File: config.mk
export PLATFORM = sky130hd
export DESIGN_NAME = lcd_window_fill_sequencer
export DESIGN_NICKNAME = d
export VERILOG_FILES = /design/src/lwfs_pkg.sv /design/src/lcd_window_fill_sequencer.sv /design/src/lwfs_front.sv /design/src/lwfs_queue.sv /design/src/lwfs_back.sv
export VERILOG_INCLUDE_DIRS = /design/src /design/src/src
export SDC_FILE = /design/constraint.sdc
export NUM_CORES = 1
export LEC_CHECK = 0
export BUFFER_PORTS_ARGS = -buffer_cell sky130_fd_sc_hd__buf_4
export CORE_MARGIN = 4
export CORE_UTILIZATION = 35
export DETAILED_ROUTE_END_ITERATION = 12
export SKIP_LAST_GASP = 1
export SLEW_MARGIN = 25
export SYNTH_ARGS = -nofsm -noshare
export SYNTH_HDL_FRONTEND = slang
export SYNTH_SLANG_ARGS = --single-unit
File: constraint.sdc
create_clock -name clk -period 13.2 [get_ports clk]
set_input_delay 0.66 -clock clk [delete_from_list [all_inputs] [get_ports clk]]
set_output_delay 0.66 -clock clk [all_outputs]
set_load 0.02 [all_outputs]
File: src/lcd_window_fill_sequencer_assert.svh
// ============================================================================
// LCD window fill sequencer assertion macros
// Concurrent assertion wrappers that compile away when SYNTH is defined.
// ============================================================================
`ifndef LCD_WINDOW_FILL_SEQUENCER_ASSERT_SVH
`define LCD_WINDOW_FILL_SEQUENCER_ASSERT_SVH

`ifndef SYNTH
// Same-cycle implication, sampled on the rising clock edge outside reset.
`define LWFS_ASSERT_NOW(lbl, ante, cons) \
    lbl: assert property (@(posedge clk) disable iff (!rst_n) (ante) |-> (cons)) \
        else $error("lwfs assertion failed");
// Next-cycle implication, sampled on the rising clock edge outside reset.
`define LWFS_ASSERT_NEXT(lbl, ante, cons) \
    lbl: assert property (@(posedge clk) disable iff (!rst_n) (ante) |=> (cons)) \
        else $error("lwfs assertion failed");
`else
`define LWFS_ASSERT_NOW(lbl, ante, cons)
`define LWFS_ASSERT_NEXT(lbl, ante, cons)
`endif

`endif

File: src/lwfs_pkg.sv
// ============================================================================
// LCD window fill sequencer package
// Shared constants, register map, configuration struct and sequencer steps.
// ============================================================================
package lwfs_pkg;

    // Field widths that the request and item formats fix.
    localparam int CFG_BITS    = 9;
    localparam int COLOR_BITS  = 16;
    localparam int COUNT_BITS  = 17;
    localparam int RAW_BITS    = 16;

    // Longest pixel run that one item can carry.
    localparam logic [COUNT_BITS-1:0] RUN_MAX = 17'h1FFFF;

    // Panel controller command bytes.
    localparam logic [7:0] CMD_COLUMN = 8'h2A;
    localparam logic [7:0] CMD_ROW    = 8'h2B;
    localparam logic [7:0] CMD_WRITE  = 8'h2C;

    // Register map, indexed by word address.
    localparam logic [1:0] REG_COLUMN_OFFSET = 2'd0;
    localparam logic [1:0] REG_ROW_OFFSET    = 2'd1;
    localparam logic [1:0] REG_PANEL_WIDTH   = 2'd2;
    localparam logic [1:0] REG_PANEL_HEIGHT  = 2'd3;

    // Register reset values.
    localparam logic [CFG_BITS-1:0] COLUMN_OFFSET_RESET = 9'd18;
    localparam logic [CFG_BITS-1:0] ROW_OFFSET_RESET    = 9'd82;
    localparam logic [CFG_BITS-1:0] PANEL_WIDTH_RESET   = 9'd284;
    localparam logic [CFG_BITS-1:0] PANEL_HEIGHT_RESET  = 9'd76;

    // Depth of the window queue between front and back.
    localparam int QUEUE_DEPTH = 4;

    // Configuration seen by the front end.
    typedef struct packed {
        logic [CFG_BITS-1:0] column_offset;
        logic [CFG_BITS-1:0] row_offset;
        logic [CFG_BITS-1:0] panel_width;
        logic [CFG_BITS-1:0] panel_height;
    } cfg_t;

    // One step for each item of the command stream.
    typedef enum logic [11:0] {
        STEP_COL_CMD      = 12'b0000_0000_0001,
        STEP_COL_FIRST_HI = 12'b0000_0000_0010,
        STEP_COL_FIRST_LO = 12'b0000_0000_0100,
        STEP_COL_LAST_HI  = 12'b0000_0000_1000,
        STEP_COL_LAST_LO  = 12'b0000_0001_0000,
        STEP_ROW_CMD      = 12'b0000_0010_0000,
        STEP_ROW_FIRST_HI = 12'b0000_0100_0000,
        STEP_ROW_FIRST_LO = 12'b0000_1000_0000,
        STEP_ROW_LAST_HI  = 12'b0001_0000_0000,
        STEP_ROW_LAST_LO  = 12'b0010_0000_0000,
        STEP_WRITE_CMD    = 12'b0100_0000_0000,
        STEP_RUN          = 12'b1000_0000_0000
    } step_t;

endpackage

File: src/lcd_window_fill_sequencer.sv
// ============================================================================
// LCD window fill sequencer
// Turns draw requests into the panel controller's window-setup and
// memory-write command stream, ending in one pixel-run item per request.
// ============================================================================
//
//  Channel   Direction  Handshake                  Contents
//  request   in         req_valid / req_stall      action, rectangle, color, raw window
//  item      out        item_valid / item_stall    command or data byte, or pixel run
//  config    in         APB psel/penable/pwrite    offsets and panel size
//
// A filled request produces twelve items, one per cycle unless the item channel stalls;
// the back-end sequencer's single output register starts the next request after the last item.
// A clipped fill that comes out empty produces no items. A request passes through three
// front stages, the queue and the output register before its first item appears.
// The queue holds four windows.
// Reset clears all handshake state; registers return to their documented defaults.
// Either side may stall on its own; a held request or item keeps its contents.
//
`include "lcd_window_fill_sequencer_assert.svh"

module lcd_window_fill_sequencer #(
    parameter int COORD_BITS = 16
) (
    input  logic                                   clk,
    input  logic                                   rst_n,
    // Configuration port.
    input  logic                                   psel,
    input  logic                                   penable,
    input  logic                                   pwrite,
    input  logic [3:0]                             paddr,
    input  logic [31:0]                            pwdata,
    output logic [31:0]                            prdata,
    output logic                                   pready,
    // Request channel.
    input  logic                                   req_valid,
    output logic                                   req_stall,
    input  logic                                   action,
    input  logic signed [15:0]                     rect_x,
    input  logic signed [15:0]                     rect_y,
    input  logic signed [15:0]                     rect_width,
    input  logic signed [15:0]                     rect_height,
    input  logic [lwfs_pkg::COLOR_BITS-1:0]        fill_color,
    input  logic [lwfs_pkg::RAW_BITS-1:0]          raw_col_start,
    input  logic [lwfs_pkg::RAW_BITS-1:0]          raw_col_end,
    input  logic [lwfs_pkg::RAW_BITS-1:0]          raw_row_start,
    input  logic [lwfs_pkg::RAW_BITS-1:0]          raw_row_end,
    input  logic [lwfs_pkg::COUNT_BITS-1:0]        raw_pixel_count,
    // Item channel.
    output logic                                   item_valid,
    input  logic                                   item_stall,
    output logic                                   is_command,
    output logic                                   is_pixel_run,
    output logic [7:0]                             byte_value,
    output logic [lwfs_pkg::COLOR_BITS-1:0]        run_color,
    output logic [lwfs_pkg::COUNT_BITS-1:0]        run_length,
    output logic                                   select_release,
    output logic                                   last_item
);
    import lwfs_pkg::*;

    localparam int WIN_BITS = 4*COORD_BITS + COLOR_BITS + COUNT_BITS;

    cfg_t                cfg_reg, cfg_next;
    logic                cfg_write;
    logic [CFG_BITS-1:0] read_value;

    logic                win_valid, win_full;
    logic [WIN_BITS-1:0] win_data;
    logic                head_valid, head_pop;
    logic [WIN_BITS-1:0] head_data;

    // Register writes complete in the access cycle.
    assign pready    = 1'b1;
    assign cfg_write = psel && penable && pwrite && pready;

    always_comb
    begin
        cfg_next = cfg_reg;
        if (cfg_write)
        begin
            unique case (paddr[3:2])
                REG_COLUMN_OFFSET: cfg_next.column_offset = pwdata[CFG_BITS-1:0];
                REG_ROW_OFFSET:    cfg_next.row_offset    = pwdata[CFG_BITS-1:0];
                REG_PANEL_WIDTH:   cfg_next.panel_width   = pwdata[CFG_BITS-1:0];
                REG_PANEL_HEIGHT:  cfg_next.panel_height  = pwdata[CFG_BITS-1:0];
                default:           cfg_next = cfg_reg;
            endcase
        end
    end

    always_ff @(posedge clk or negedge rst_n)
    begin
        if (!rst_n)
        begin
            cfg_reg.column_offset <= COLUMN_OFFSET_RESET;
            cfg_reg.row_offset    <= ROW_OFFSET_RESET;
            cfg_reg.panel_width   <= PANEL_WIDTH_RESET;
            cfg_reg.panel_height  <= PANEL_HEIGHT_RESET;
        end
        else
        begin
            cfg_reg <= cfg_next;
        end
    end

    // Register read-back.
    always_comb
    begin
        unique case (paddr[3:2])
            REG_COLUMN_OFFSET: read_value = cfg_reg.column_offset;
            REG_ROW_OFFSET:    read_value = cfg_reg.row_offset;
            REG_PANEL_WIDTH:   read_value = cfg_reg.panel_width;
            REG_PANEL_HEIGHT:  read_value = cfg_reg.panel_height;
            default:           read_value = '0;
        endcase
    end

    assign prdata = 32'(read_value);

    // Front end: clipping and window formation.
    lwfs_front #(
        .COORD_BITS (COORD_BITS)
    ) u_front (
        .clk             (clk),
        .rst_n           (rst_n),
        .req_valid       (req_valid),
        .req_stall       (req_stall),
        .action          (action),
        .rect_x          (rect_x),
        .rect_y          (rect_y),
        .rect_width      (rect_width),
        .rect_height     (rect_height),
        .fill_color      (fill_color),
        .raw_col_start   (raw_col_start),
        .raw_col_end     (raw_col_end),
        .raw_row_start   (raw_row_start),
        .raw_row_end     (raw_row_end),
        .raw_pixel_count (raw_pixel_count),
        .cfg             (cfg_reg),
        .win_valid       (win_valid),
        .win_full        (win_full),
        .win_data        (win_data)
    );

    // Window queue between front and back.
    lwfs_queue #(
        .WIDTH (WIN_BITS),
        .DEPTH (QUEUE_DEPTH)
    ) u_queue (
        .clk        (clk),
        .rst_n      (rst_n),
        .push_valid (win_valid),
        .full       (win_full),
        .push_data  (win_data),
        .head_valid (head_valid),
        .pop        (head_pop),
        .head_data  (head_data)
    );

    // Back end: command stream sequencer.
    lwfs_back #(
        .COORD_BITS (COORD_BITS)
    ) u_back (
        .clk            (clk),
        .rst_n          (rst_n),
        .head_valid     (head_valid),
        .head_data      (head_data),
        .pop            (head_pop),
        .item_valid     (item_valid),
        .item_stall     (item_stall),
        .is_command     (is_command),
        .is_pixel_run   (is_pixel_run),
        .byte_value     (byte_value),
        .run_color      (run_color),
        .run_length     (run_length),
        .select_release (select_release),
        .last_item      (last_item)
    );

    // The pixel run closes every request and releases chip select.
    `LWFS_ASSERT_NOW(a_run_closes_request, item_valid && is_pixel_run, last_item && select_release)
    // Command items only ever carry one of the three controller commands.
    `LWFS_ASSERT_NOW(a_command_code, item_valid && is_command, byte_value == CMD_COLUMN || byte_value == CMD_ROW || byte_value == CMD_WRITE)
    // After the last item of a request, the next item opens with the column command.
    `LWFS_ASSERT_NEXT(a_request_restart, item_valid && !item_stall && last_item, !item_valid || (is_command && byte_value == CMD_COLUMN))

endmodule

File: src/lwfs_front.sv
// ============================================================================
// LCD window fill sequencer front end
// Accepts requests, clips rectangles to the panel, drops empty fills and
// forms the controller window and pixel count in a three-stage pipeline.
// ============================================================================
module lwfs_front #(
    parameter int COORD_BITS = 16
) (
    input  logic                                   clk,
    input  logic                                   rst_n,
    input  logic                                   req_valid,
    output logic                                   req_stall,
    input  logic                                   action,
    input  logic signed [15:0]                     rect_x,
    input  logic signed [15:0]                     rect_y,
    input  logic signed [15:0]                     rect_width,
    input  logic signed [15:0]                     rect_height,
    input  logic [lwfs_pkg::COLOR_BITS-1:0]        fill_color,
    input  logic [lwfs_pkg::RAW_BITS-1:0]          raw_col_start,
    input  logic [lwfs_pkg::RAW_BITS-1:0]          raw_col_end,
    input  logic [lwfs_pkg::RAW_BITS-1:0]          raw_row_start,
    input  logic [lwfs_pkg::RAW_BITS-1:0]          raw_row_end,
    input  logic [lwfs_pkg::COUNT_BITS-1:0]        raw_pixel_count,
    input  lwfs_pkg::cfg_t                         cfg,
    output logic                                   win_valid,
    input  logic                                   win_full,
    output logic [4*COORD_BITS+lwfs_pkg::COLOR_BITS+lwfs_pkg::COUNT_BITS-1:0] win_data
);
    import lwfs_pkg::*;

    localparam int WIN_BITS = 4*COORD_BITS + COLOR_BITS + COUNT_BITS;

    // Stage handshake.
    logic s1_valid_reg, s1_valid_next;
    logic s2_valid_reg, s2_valid_next;
    logic s3_valid_reg, s3_valid_next;
    logic s1_free, s2_free, s3_free;
    logic s1_keep;

    // Stage 1 payload.
    logic                    s1_raw_reg;
    logic                    s1_empty_reg;
    logic [CFG_BITS-1:0]     s1_xl_reg;
    logic [CFG_BITS-1:0]     s1_yl_reg;
    logic signed [17:0]      s1_xr_reg;
    logic signed [17:0]      s1_yr_reg;
    logic [COLOR_BITS-1:0]   s1_color_reg;
    logic [RAW_BITS-1:0]     s1_c0_reg, s1_c1_reg, s1_r0_reg, s1_r1_reg;
    logic [COUNT_BITS-1:0]   s1_count_reg;

    // Stage 2 payload.
    logic                    s2_raw_reg;
    logic [COORD_BITS-1:0]   s2_c0_reg, s2_c1_reg, s2_r0_reg, s2_r1_reg;
    logic [CFG_BITS-1:0]     s2_wc_reg, s2_hc_reg;
    logic [COLOR_BITS-1:0]   s2_color_reg;
    logic [COUNT_BITS-1:0]   s2_count_reg;

    // Stage 3 payload.
    logic [WIN_BITS-1:0]     s3_data_reg;

    // Stage 1 combinational values.
    logic signed [17:0] x_s, y_s, w_s, h_s, pw_s, ph_s;
    logic               early_empty;

    // Stage 2 combinational values.
    logic signed [17:0]    xr_min, yr_min, wc_s, hc_s;
    logic                  late_empty;
    logic [CFG_BITS:0]     c0_sum, c1_sum, r0_sum, r1_sum;
    logic [COORD_BITS-1:0] c0_win, c1_win, r0_win, r1_win;

    // Stage 3 combinational values.
    logic [2*CFG_BITS-1:0]   product;
    logic [COUNT_BITS-1:0]   count_sat;

    // Flow control: a stage moves on when the stage after it is free.
    assign s3_free   = !s3_valid_reg || !win_full;
    assign s2_free   = !s2_valid_reg || s3_free;
    assign s1_free   = !s1_valid_reg || s2_free;
    assign req_stall = !s1_free;

    assign s1_valid_next = s1_free ? req_valid : s1_valid_reg;
    assign s2_valid_next = s2_free ? (s1_valid_reg && s1_keep) : s2_valid_reg;
    assign s3_valid_next = s3_free ? s2_valid_reg : s3_valid_reg;

    always_ff @(posedge clk or negedge rst_n)
    begin
        if (!rst_n)
        begin
            s1_valid_reg <= 1'b0;
            s2_valid_reg <= 1'b0;
            s3_valid_reg <= 1'b0;
        end
        else
        begin
            s1_valid_reg <= s1_valid_next;
            s2_valid_reg <= s2_valid_next;
            s3_valid_reg <= s3_valid_next;
        end
    end

    // Stage 1: left and top edges, right and bottom sums, early empty test.
    assign x_s  = 18'(rect_x);
    assign y_s  = 18'(rect_y);
    assign w_s  = 18'(rect_width);
    assign h_s  = 18'(rect_height);
    assign pw_s = $signed({9'b0, cfg.panel_width});
    assign ph_s = $signed({9'b0, cfg.panel_height});

    assign early_empty = (x_s >= pw_s) || (y_s >= ph_s) ||
                         (w_s <= 18'sd0) || (h_s <= 18'sd0);

    always_ff @(posedge clk)
    begin
        if (req_valid && s1_free)
        begin
            s1_raw_reg   <= action;
            s1_empty_reg <= early_empty;
            s1_xl_reg    <= x_s[17] ? '0 : x_s[CFG_BITS-1:0];
            s1_yl_reg    <= y_s[17] ? '0 : y_s[CFG_BITS-1:0];
            s1_xr_reg    <= x_s + w_s;
            s1_yr_reg    <= y_s + h_s;
            s1_color_reg <= fill_color;
            s1_c0_reg    <= raw_col_start;
            s1_c1_reg    <= raw_col_end;
            s1_r0_reg    <= raw_row_start;
            s1_r1_reg    <= raw_row_end;
            s1_count_reg <= raw_pixel_count;
        end
    end

    // Stage 2: clip right and bottom edges, size, and offset addresses.
    assign xr_min = (s1_xr_reg > pw_s) ? pw_s : s1_xr_reg;
    assign yr_min = (s1_yr_reg > ph_s) ? ph_s : s1_yr_reg;
    assign wc_s   = xr_min - $signed({9'b0, s1_xl_reg});
    assign hc_s   = yr_min - $signed({9'b0, s1_yl_reg});

    assign late_empty = s1_empty_reg || (wc_s <= 18'sd0) || (hc_s <= 18'sd0);
    assign s1_keep    = s1_raw_reg || !late_empty;

    assign c0_sum = {1'b0, s1_xl_reg} + {1'b0, cfg.column_offset};
    assign c1_sum = {1'b0, xr_min[CFG_BITS-1:0]} + {1'b0, cfg.column_offset} - 10'd1;
    assign r0_sum = {1'b0, s1_yl_reg} + {1'b0, cfg.row_offset};
    assign r1_sum = {1'b0, yr_min[CFG_BITS-1:0]} + {1'b0, cfg.row_offset} - 10'd1;

    // Addresses are cut to the controller's coordinate width.
    assign c0_win = s1_raw_reg ? COORD_BITS'(s1_c0_reg) : COORD_BITS'(16'(c0_sum));
    assign c1_win = s1_raw_reg ? COORD_BITS'(s1_c1_reg) : COORD_BITS'(16'(c1_sum));
    assign r0_win = s1_raw_reg ? COORD_BITS'(s1_r0_reg) : COORD_BITS'(16'(r0_sum));
    assign r1_win = s1_raw_reg ? COORD_BITS'(s1_r1_reg) : COORD_BITS'(16'(r1_sum));

    always_ff @(posedge clk)
    begin
        if (s1_valid_reg && s1_keep && s2_free)
        begin
            s2_raw_reg   <= s1_raw_reg;
            s2_c0_reg    <= c0_win;
            s2_c1_reg    <= c1_win;
            s2_r0_reg    <= r0_win;
            s2_r1_reg    <= r1_win;
            s2_wc_reg    <= wc_s[CFG_BITS-1:0];
            s2_hc_reg    <= hc_s[CFG_BITS-1:0];
            s2_color_reg <= s1_color_reg;
            s2_count_reg <= s1_count_reg;
        end
    end

    // Stage 3: pixel count with saturation.
    assign product   = {9'b0, s2_wc_reg} * {9'b0, s2_hc_reg};
    assign count_sat = (product > 18'(RUN_MAX)) ? RUN_MAX : product[COUNT_BITS-1:0];

    always_ff @(posedge clk)
    begin
        if (s2_valid_reg && s3_free)
        begin
            s3_data_reg <= {s2_c0_reg, s2_c1_reg, s2_r0_reg, s2_r1_reg, s2_color_reg,
                            s2_raw_reg ? s2_count_reg : count_sat};
        end
    end

    assign win_valid = s3_valid_reg;
    assign win_data  = s3_data_reg;

endmodule

File: src/lwfs_queue.sv
// ============================================================================
// LCD window fill sequencer window queue
// Small flip-flop FIFO that decouples the front end from the sequencer.
// ============================================================================
module lwfs_queue #(
    parameter int WIDTH = 97,
    parameter int DEPTH = 4
) (
    input  logic             clk,
    input  logic             rst_n,
    input  logic             push_valid,
    output logic             full,
    input  logic [WIDTH-1:0] push_data,
    output logic             head_valid,
    input  logic             pop,
    output logic [WIDTH-1:0] head_data
);
    import lwfs_pkg::*;

    localparam int PTR_BITS = (DEPTH > 1) ? $clog2(DEPTH) : 1;
    localparam int CNT_BITS = $clog2(DEPTH + 1);

    logic [WIDTH-1:0]    store_reg [DEPTH];
    logic [PTR_BITS-1:0] wr_ptr_reg, wr_ptr_next;
    logic [PTR_BITS-1:0] rd_ptr_reg, rd_ptr_next;
    logic [CNT_BITS-1:0] count_reg, count_next;
    logic                do_push, do_pop;

    assign full       = (count_reg == CNT_BITS'(DEPTH));
    assign head_valid = (count_reg != '0);
    assign do_push    = push_valid && !full;
    assign do_pop     = pop && head_valid;
    assign head_data  = store_reg[rd_ptr_reg];

    // Pointer wrap and occupancy.
    always_comb
    begin
        wr_ptr_next = wr_ptr_reg;
        rd_ptr_next = rd_ptr_reg;
        count_next  = count_reg;
        if (do_push)
        begin
            wr_ptr_next = (wr_ptr_reg == PTR_BITS'(DEPTH - 1)) ? '0 : wr_ptr_reg + 1'b1;
        end
        if (do_pop)
        begin
            rd_ptr_next = (rd_ptr_reg == PTR_BITS'(DEPTH - 1)) ? '0 : rd_ptr_reg + 1'b1;
        end
        if (do_push && !do_pop)
        begin
            count_next = count_reg + 1'b1;
        end
        else if (do_pop && !do_push)
        begin
            count_next = count_reg - 1'b1;
        end
    end

    always_ff @(posedge clk or negedge rst_n)
    begin
        if (!rst_n)
        begin
            wr_ptr_reg <= '0;
            rd_ptr_reg <= '0;
            count_reg  <= '0;
        end
        else
        begin
            wr_ptr_reg <= wr_ptr_next;
            rd_ptr_reg <= rd_ptr_next;
            count_reg  <= count_next;
        end
    end

    // Entry storage.
    always_ff @(posedge clk)
    begin
        if (do_push)
        begin
            store_reg[wr_ptr_reg] <= push_data;
        end
    end

endmodule

File: src/lwfs_back.sv
// ============================================================================
// LCD window fill sequencer back end
// Walks the twelve-item command stream for the window at the queue head and
// presents one item per cycle through an output register while the item channel does not stall.
// ============================================================================
module lwfs_back #(
    parameter int COORD_BITS = 16
) (
    input  logic                                   clk,
    input  logic                                   rst_n,
    input  logic                                   head_valid,
    input  logic [4*COORD_BITS+lwfs_pkg::COLOR_BITS+lwfs_pkg::COUNT_BITS-1:0] head_data,
    output logic                                   pop,
    output logic                                   item_valid,
    input  logic                                   item_stall,
    output logic                                   is_command,
    output logic                                   is_pixel_run,
    output logic [7:0]                             byte_value,
    output logic [lwfs_pkg::COLOR_BITS-1:0]        run_color,
    output logic [lwfs_pkg::COUNT_BITS-1:0]        run_length,
    output logic                                   select_release,
    output logic                                   last_item
);
    import lwfs_pkg::*;

    logic [COORD_BITS-1:0] head_c0, head_c1, head_r0, head_r1;
    logic [COLOR_BITS-1:0] head_color;
    logic [COUNT_BITS-1:0] head_count;
    logic [15:0]           c0_ext, c1_ext, r0_ext, r1_ext;

    step_t step_reg, step_next;
    logic  load;

    logic                  item_valid_reg, item_valid_next;
    logic                  is_command_reg, is_command_next;
    logic                  is_pixel_run_reg, is_pixel_run_next;
    logic [7:0]            byte_value_reg, byte_value_next;
    logic [COLOR_BITS-1:0] run_color_reg, run_color_next;
    logic [COUNT_BITS-1:0] run_length_reg, run_length_next;
    logic                  select_release_reg, select_release_next;
    logic                  last_item_reg, last_item_next;

    assign {head_c0, head_c1, head_r0, head_r1, head_color, head_count} = head_data;
    assign c0_ext = 16'(head_c0);
    assign c1_ext = 16'(head_c1);
    assign r0_ext = 16'(head_r0);
    assign r1_ext = 16'(head_r1);

    // A new item enters the output register when a window waits and the register is empty or being taken.
    assign load = head_valid && (!item_valid_reg || !item_stall);
    assign pop  = load && (step_reg == STEP_RUN);
    assign item_valid_next = load || (item_valid_reg && item_stall);

    // Item contents for the current step.
    always_comb
    begin
        is_command_next     = 1'b0;
        is_pixel_run_next   = 1'b0;
        byte_value_next     = '0;
        run_color_next      = '0;
        run_length_next     = '0;
        select_release_next = 1'b0;
        last_item_next      = 1'b0;
        step_next           = step_reg;
        unique case (step_reg)
            STEP_COL_CMD:
            begin
                is_command_next     = 1'b1;
                byte_value_next     = CMD_COLUMN;
                select_release_next = 1'b1;
                step_next           = STEP_COL_FIRST_HI;
            end
            STEP_COL_FIRST_HI:
            begin
                byte_value_next = c0_ext[15:8];
                step_next       = STEP_COL_FIRST_LO;
            end
            STEP_COL_FIRST_LO:
            begin
                byte_value_next = c0_ext[7:0];
                step_next       = STEP_COL_LAST_HI;
            end
            STEP_COL_LAST_HI:
            begin
                byte_value_next = c1_ext[15:8];
                step_next       = STEP_COL_LAST_LO;
            end
            STEP_COL_LAST_LO:
            begin
                byte_value_next     = c1_ext[7:0];
                select_release_next = 1'b1;
                step_next           = STEP_ROW_CMD;
            end
            STEP_ROW_CMD:
            begin
                is_command_next     = 1'b1;
                byte_value_next     = CMD_ROW;
                select_release_next = 1'b1;
                step_next           = STEP_ROW_FIRST_HI;
            end
            STEP_ROW_FIRST_HI:
            begin
                byte_value_next = r0_ext[15:8];
                step_next       = STEP_ROW_FIRST_LO;
            end
            STEP_ROW_FIRST_LO:
            begin
                byte_value_next = r0_ext[7:0];
                step_next       = STEP_ROW_LAST_HI;
            end
            STEP_ROW_LAST_HI:
            begin
                byte_value_next = r1_ext[15:8];
                step_next       = STEP_ROW_LAST_LO;
            end
            STEP_ROW_LAST_LO:
            begin
                byte_value_next     = r1_ext[7:0];
                select_release_next = 1'b1;
                step_next           = STEP_WRITE_CMD;
            end
            STEP_WRITE_CMD:
            begin
                is_command_next     = 1'b1;
                byte_value_next     = CMD_WRITE;
                select_release_next = 1'b1;
                step_next           = STEP_RUN;
            end
            STEP_RUN:
            begin
                is_pixel_run_next   = 1'b1;
                run_color_next      = head_color;
                run_length_next     = head_count;
                select_release_next = 1'b1;
                last_item_next      = 1'b1;
                step_next           = STEP_COL_CMD;
            end
            default:
            begin
                step_next = STEP_COL_CMD;
            end
        endcase
    end

    // Step and output-valid control.
    always_ff @(posedge clk or negedge rst_n)
    begin
        if (!rst_n)
        begin
            step_reg       <= STEP_COL_CMD;
            item_valid_reg <= 1'b0;
        end
        else
        begin
            if (load)
            begin
                step_reg <= step_next;
            end
            item_valid_reg <= item_valid_next;
        end
    end

    // Output payload register.
    always_ff @(posedge clk)
    begin
        if (load)
        begin
            is_command_reg     <= is_command_next;
            is_pixel_run_reg   <= is_pixel_run_next;
            byte_value_reg     <= byte_value_next;
            run_color_reg      <= run_color_next;
            run_length_reg     <= run_length_next;
            select_release_reg <= select_release_next;
            last_item_reg      <= last_item_next;
        end
    end

    assign item_valid     = item_valid_reg;
    assign is_command     = is_command_reg;
    assign is_pixel_run   = is_pixel_run_reg;
    assign byte_value     = byte_value_reg;
    assign run_color      = run_color_reg;
    assign run_length     = run_length_reg;
    assign select_release = select_release_reg;
    assign last_item      = last_item_reg;

endmodule
==> impl_results.md <==
* Status: finished, final reports clean
* Rel. slew slack at 0.320
* Setup violators final at 0
* Critical path arrival at between 8 and 9 ns
* FP Rows at ~120
* Crit path max-delay family: compound AO/OA/AOI/OAI gates
* Synth Area in Compound Gates at 0.0529
* Critical Path End Type: flip-flop
* Synthesized cell area at just under 40,000 µm²
* Static Leak at between 15 and 20 nW
* Initial Utilization at 0.354
* Detailed Place HPWL at 60,500 µm
* First-pass GRT wire length at ~130,000 µm
* Hold WC Path Type: input port to async pin
* Req. time, crit path at 13.50 ns
* CTS tree: yes
* Dominant synthesized flop cell: edfxtp_1
* Worst Path Buf+Inv at 4
* Final Cell Area at 45,300 µm²
* Most common cell after layout, fill and taps aside: edfxtp_1
* Grt total ovfl at 0
* Clock sink count at around 860
* Wirelength per Cell at approximately 20 µm
* Worst reg-to-reg path cell count at 27
* Largest family of logic cells by synthesized area: adder cells
* Worst reg2reg path startpoint: cfg_reg[10]
* EDFF count, synth at between 700 and 800
* GRT Max-Usage Layer: met2
* Worst VDD drop at 0.155 mV
* R2r endpoint: u_front.s2_count_reg[5]
* Met1 Use GR at 0.206
* Vias at between 20,000 and 25,000
* CORE AREA at ~110,000 µm²
* Final Wtd Congestion at approximately 0.86
* Max-slew violation count at 0
* Placed cell area at roughly 42,000 µm²
* TritonRoute pass-1 iters at 5
* Multi-input logic area at around 12,000 µm²
* Worst R2R Setup Slack at about 5.4 ns
* Most used cell along the critical path: o21a_1
* Chip width at 341 µm
* PwrDens at a little under 200 nW/µm²
* Num CTS Buffers at around 90
* Die area at approximately 120,000 µm²
* Mux contribution to synthesized area at 0.0771
* Final cycle utilization of the critical path at 0.593
* Slowest cell on crit path: o41a_1
* Die height at about 340 µm
* Synth Area in Adders at 0.0898
* Initial DRC count at around 1,500
* Fin crit period at 7.83 ns
* Yosys reg bits at between 800 and 900
* DRC errors left at 0
* Met3 usage at 0.0263
* Top Ports at 285
* WL final at about 87,000 µm
* Max Root-Sink Buffers at 3
* Setup Buffers After CTS at 0
* Cell count after synthesis at between 2,000 and 3,000
* Yosys cell types at 67
* Simple-gate share of the synthesized area at 0.0729
* Port bufs at ~240
* Layout Skew at about 0.024 ns
* Worst-Skew Late Latency at between 0.6 and 0.7 ns
* Clk Tree Root Cell: clkbuf_16
* # fillers at 9,928
* Worst-path fanout max at just under 70
* Overall routing resource usage at 0.150
* RSZ-0062 raised after global routing: no
* Cts hold-fix bufs at 0
* Vias in the first global route at 22,000
* Asr flop ratio synth at 0.0690
* WS Path Type: flip-flop to flip-flop
* CTS resizes at 0
* Final count of hold timing violations at 0
* H-tree levels at 3
* TNS Setup at 0 ns
* Largest net degree at the start of global routing at approximately 80
* CTS clk-pin slew, worst paths at roughly 0.06 ns
* Max reg flops at ~390
* Final ANT Viol Nets at 0
* Synth Warn # at 0
* Max-Cap Viols at 0
* Initial antenna violation count at 2
* Least-Margin Pin Slew at between 1 and 1.5 ns
* Max Clk Rate at ~0.13 GHz
* Dpl ws at 5.32 ns
* Crit start category: flip-flop
* Commonest cells after routing, fill and taps aside: edfxtp_1, inv_1, buf_4
* Area grow syn2layout at 16.9%
* Syn_area_per_cell at ~15 µm²
* XOR/XNOR share of the synthesized area at 0.0149
* Final net count at around 3,300
* Critical path depth at 27
* Worst path max stage delay at 0.54 ns
* Global Route met2 Usage at 0.246
* Vias/cell at approximately 4.8
* Final setup margin at ~5.4 ns
* FF/Latch Area at 25,400 µm²
* Sequential cell area fraction in the yosys report at 0.655
* Share of cells above drive strength 1 at 0.196
==> how the worst max path moves through the flow <==
stage                                           to  slack [ns]        start
after floorplan               u_front.s2_c0_reg[0]        2.14   cfg_reg[1]
after global placement    u_front.s2_color_reg[15]        5.35  cfg_reg[10]
after detailed placement  u_front.s2_color_reg[12]        5.32  cfg_reg[10]
after CTS                 u_front.s2_count_reg[12]        5.27  cfg_reg[10]
after global routing      u_front.s2_count_reg[12]        4.70  cfg_reg[10]
final                      u_front.s2_count_reg[5]        5.37  cfg_reg[10]
==> power breakdown <==
part,total (mW),internal (mW),leakage [nW],switching (mW)
clock network,2.64,1.60,1.51,1.04
logic,2.38,0.961,7.21,1.42
registers,3.69,3.48,8.18,0.208
total,8.71,6.04,16.9,2.67
==> Yosys cell counts, drive strengths merged (7+ instances only) <==
library cell    n  area [µm²]
or3            11        68.8
xnor2          42         368
nand3          26         130
nand4          19         119
dfrtp          46        1150
nand2         194         728
mux2           43         484
nor2b          74         463
nand2b         15        93.8
nand3b         11        82.6
mux4          106        2390
inv           259         972
clkbuf         59         221
mux2i          12         120
ha            184        2300
nor3           25         125
a21o           13        97.6
o21a           25         188
or4             7        56.3
a31oi           7        43.8
o31ai          19         148
nor2           77         289
fa             59        1180
a21oi          67         335
buf            39         252
nor4           15         106
edfxtp        796       23900
a21boi         10        75.1
o22ai          11        68.8
o21ai         101         505
dfstp          13         342
and3           13        81.3
a211oi         11        87.6
and2           57         357
o211ai         16         120
xor2           24         210
==> per-stage QoR <==
stage | hold WS [ns] | power [mW] | util | cells
5_1_grt | 0.134 | 9.25 | 0.414 | 4390
3_3_place_gp | 0.401 | 6.13 | 0.385 | 4220
3_5_place_dp | 0.405 | 6.16 | 0.385 | 4220
6_report | 0.155 | 8.71 | 0.414 | 4390
4_1_cts | 0.119 | 8.84 | 0.414 | 4389
2_1_floorplan | 0.364 | 5.33 | - | 2587
==> cell families after synthesis <==
logic type | after synthesis
other | 2
adders and majority gates | 243
DFF | 855
AOI/OAI and AO/OA | 322
and+or+nand+nor | 559
muxes | 161
buffers and inverters | 357
xor gates and xnor gates | 66
==> area by class of cell <==
type,count,share of cell area
Antenna cell,1,0.0000552
Timing Repair Buffer,255,0.0423
Clock inverter,58,0.0146
Clock buffer,111,0.0542
Multi-Input combinational cell,1375,0.266
Sequential cell,855,0.560
Inverter,259,0.0214
Tap cell,1476,0.0407
==> per-layer routing <==
metal  wire, µm  part of all wire  vias up
li1           -                 -    10000
met4       2160             0.025        0
met1      38900              0.45    10600
met2      41700              0.48      533
met5          0                 0        -
met3       4600             0.053      120
Power figures use the tool's default switching activity.
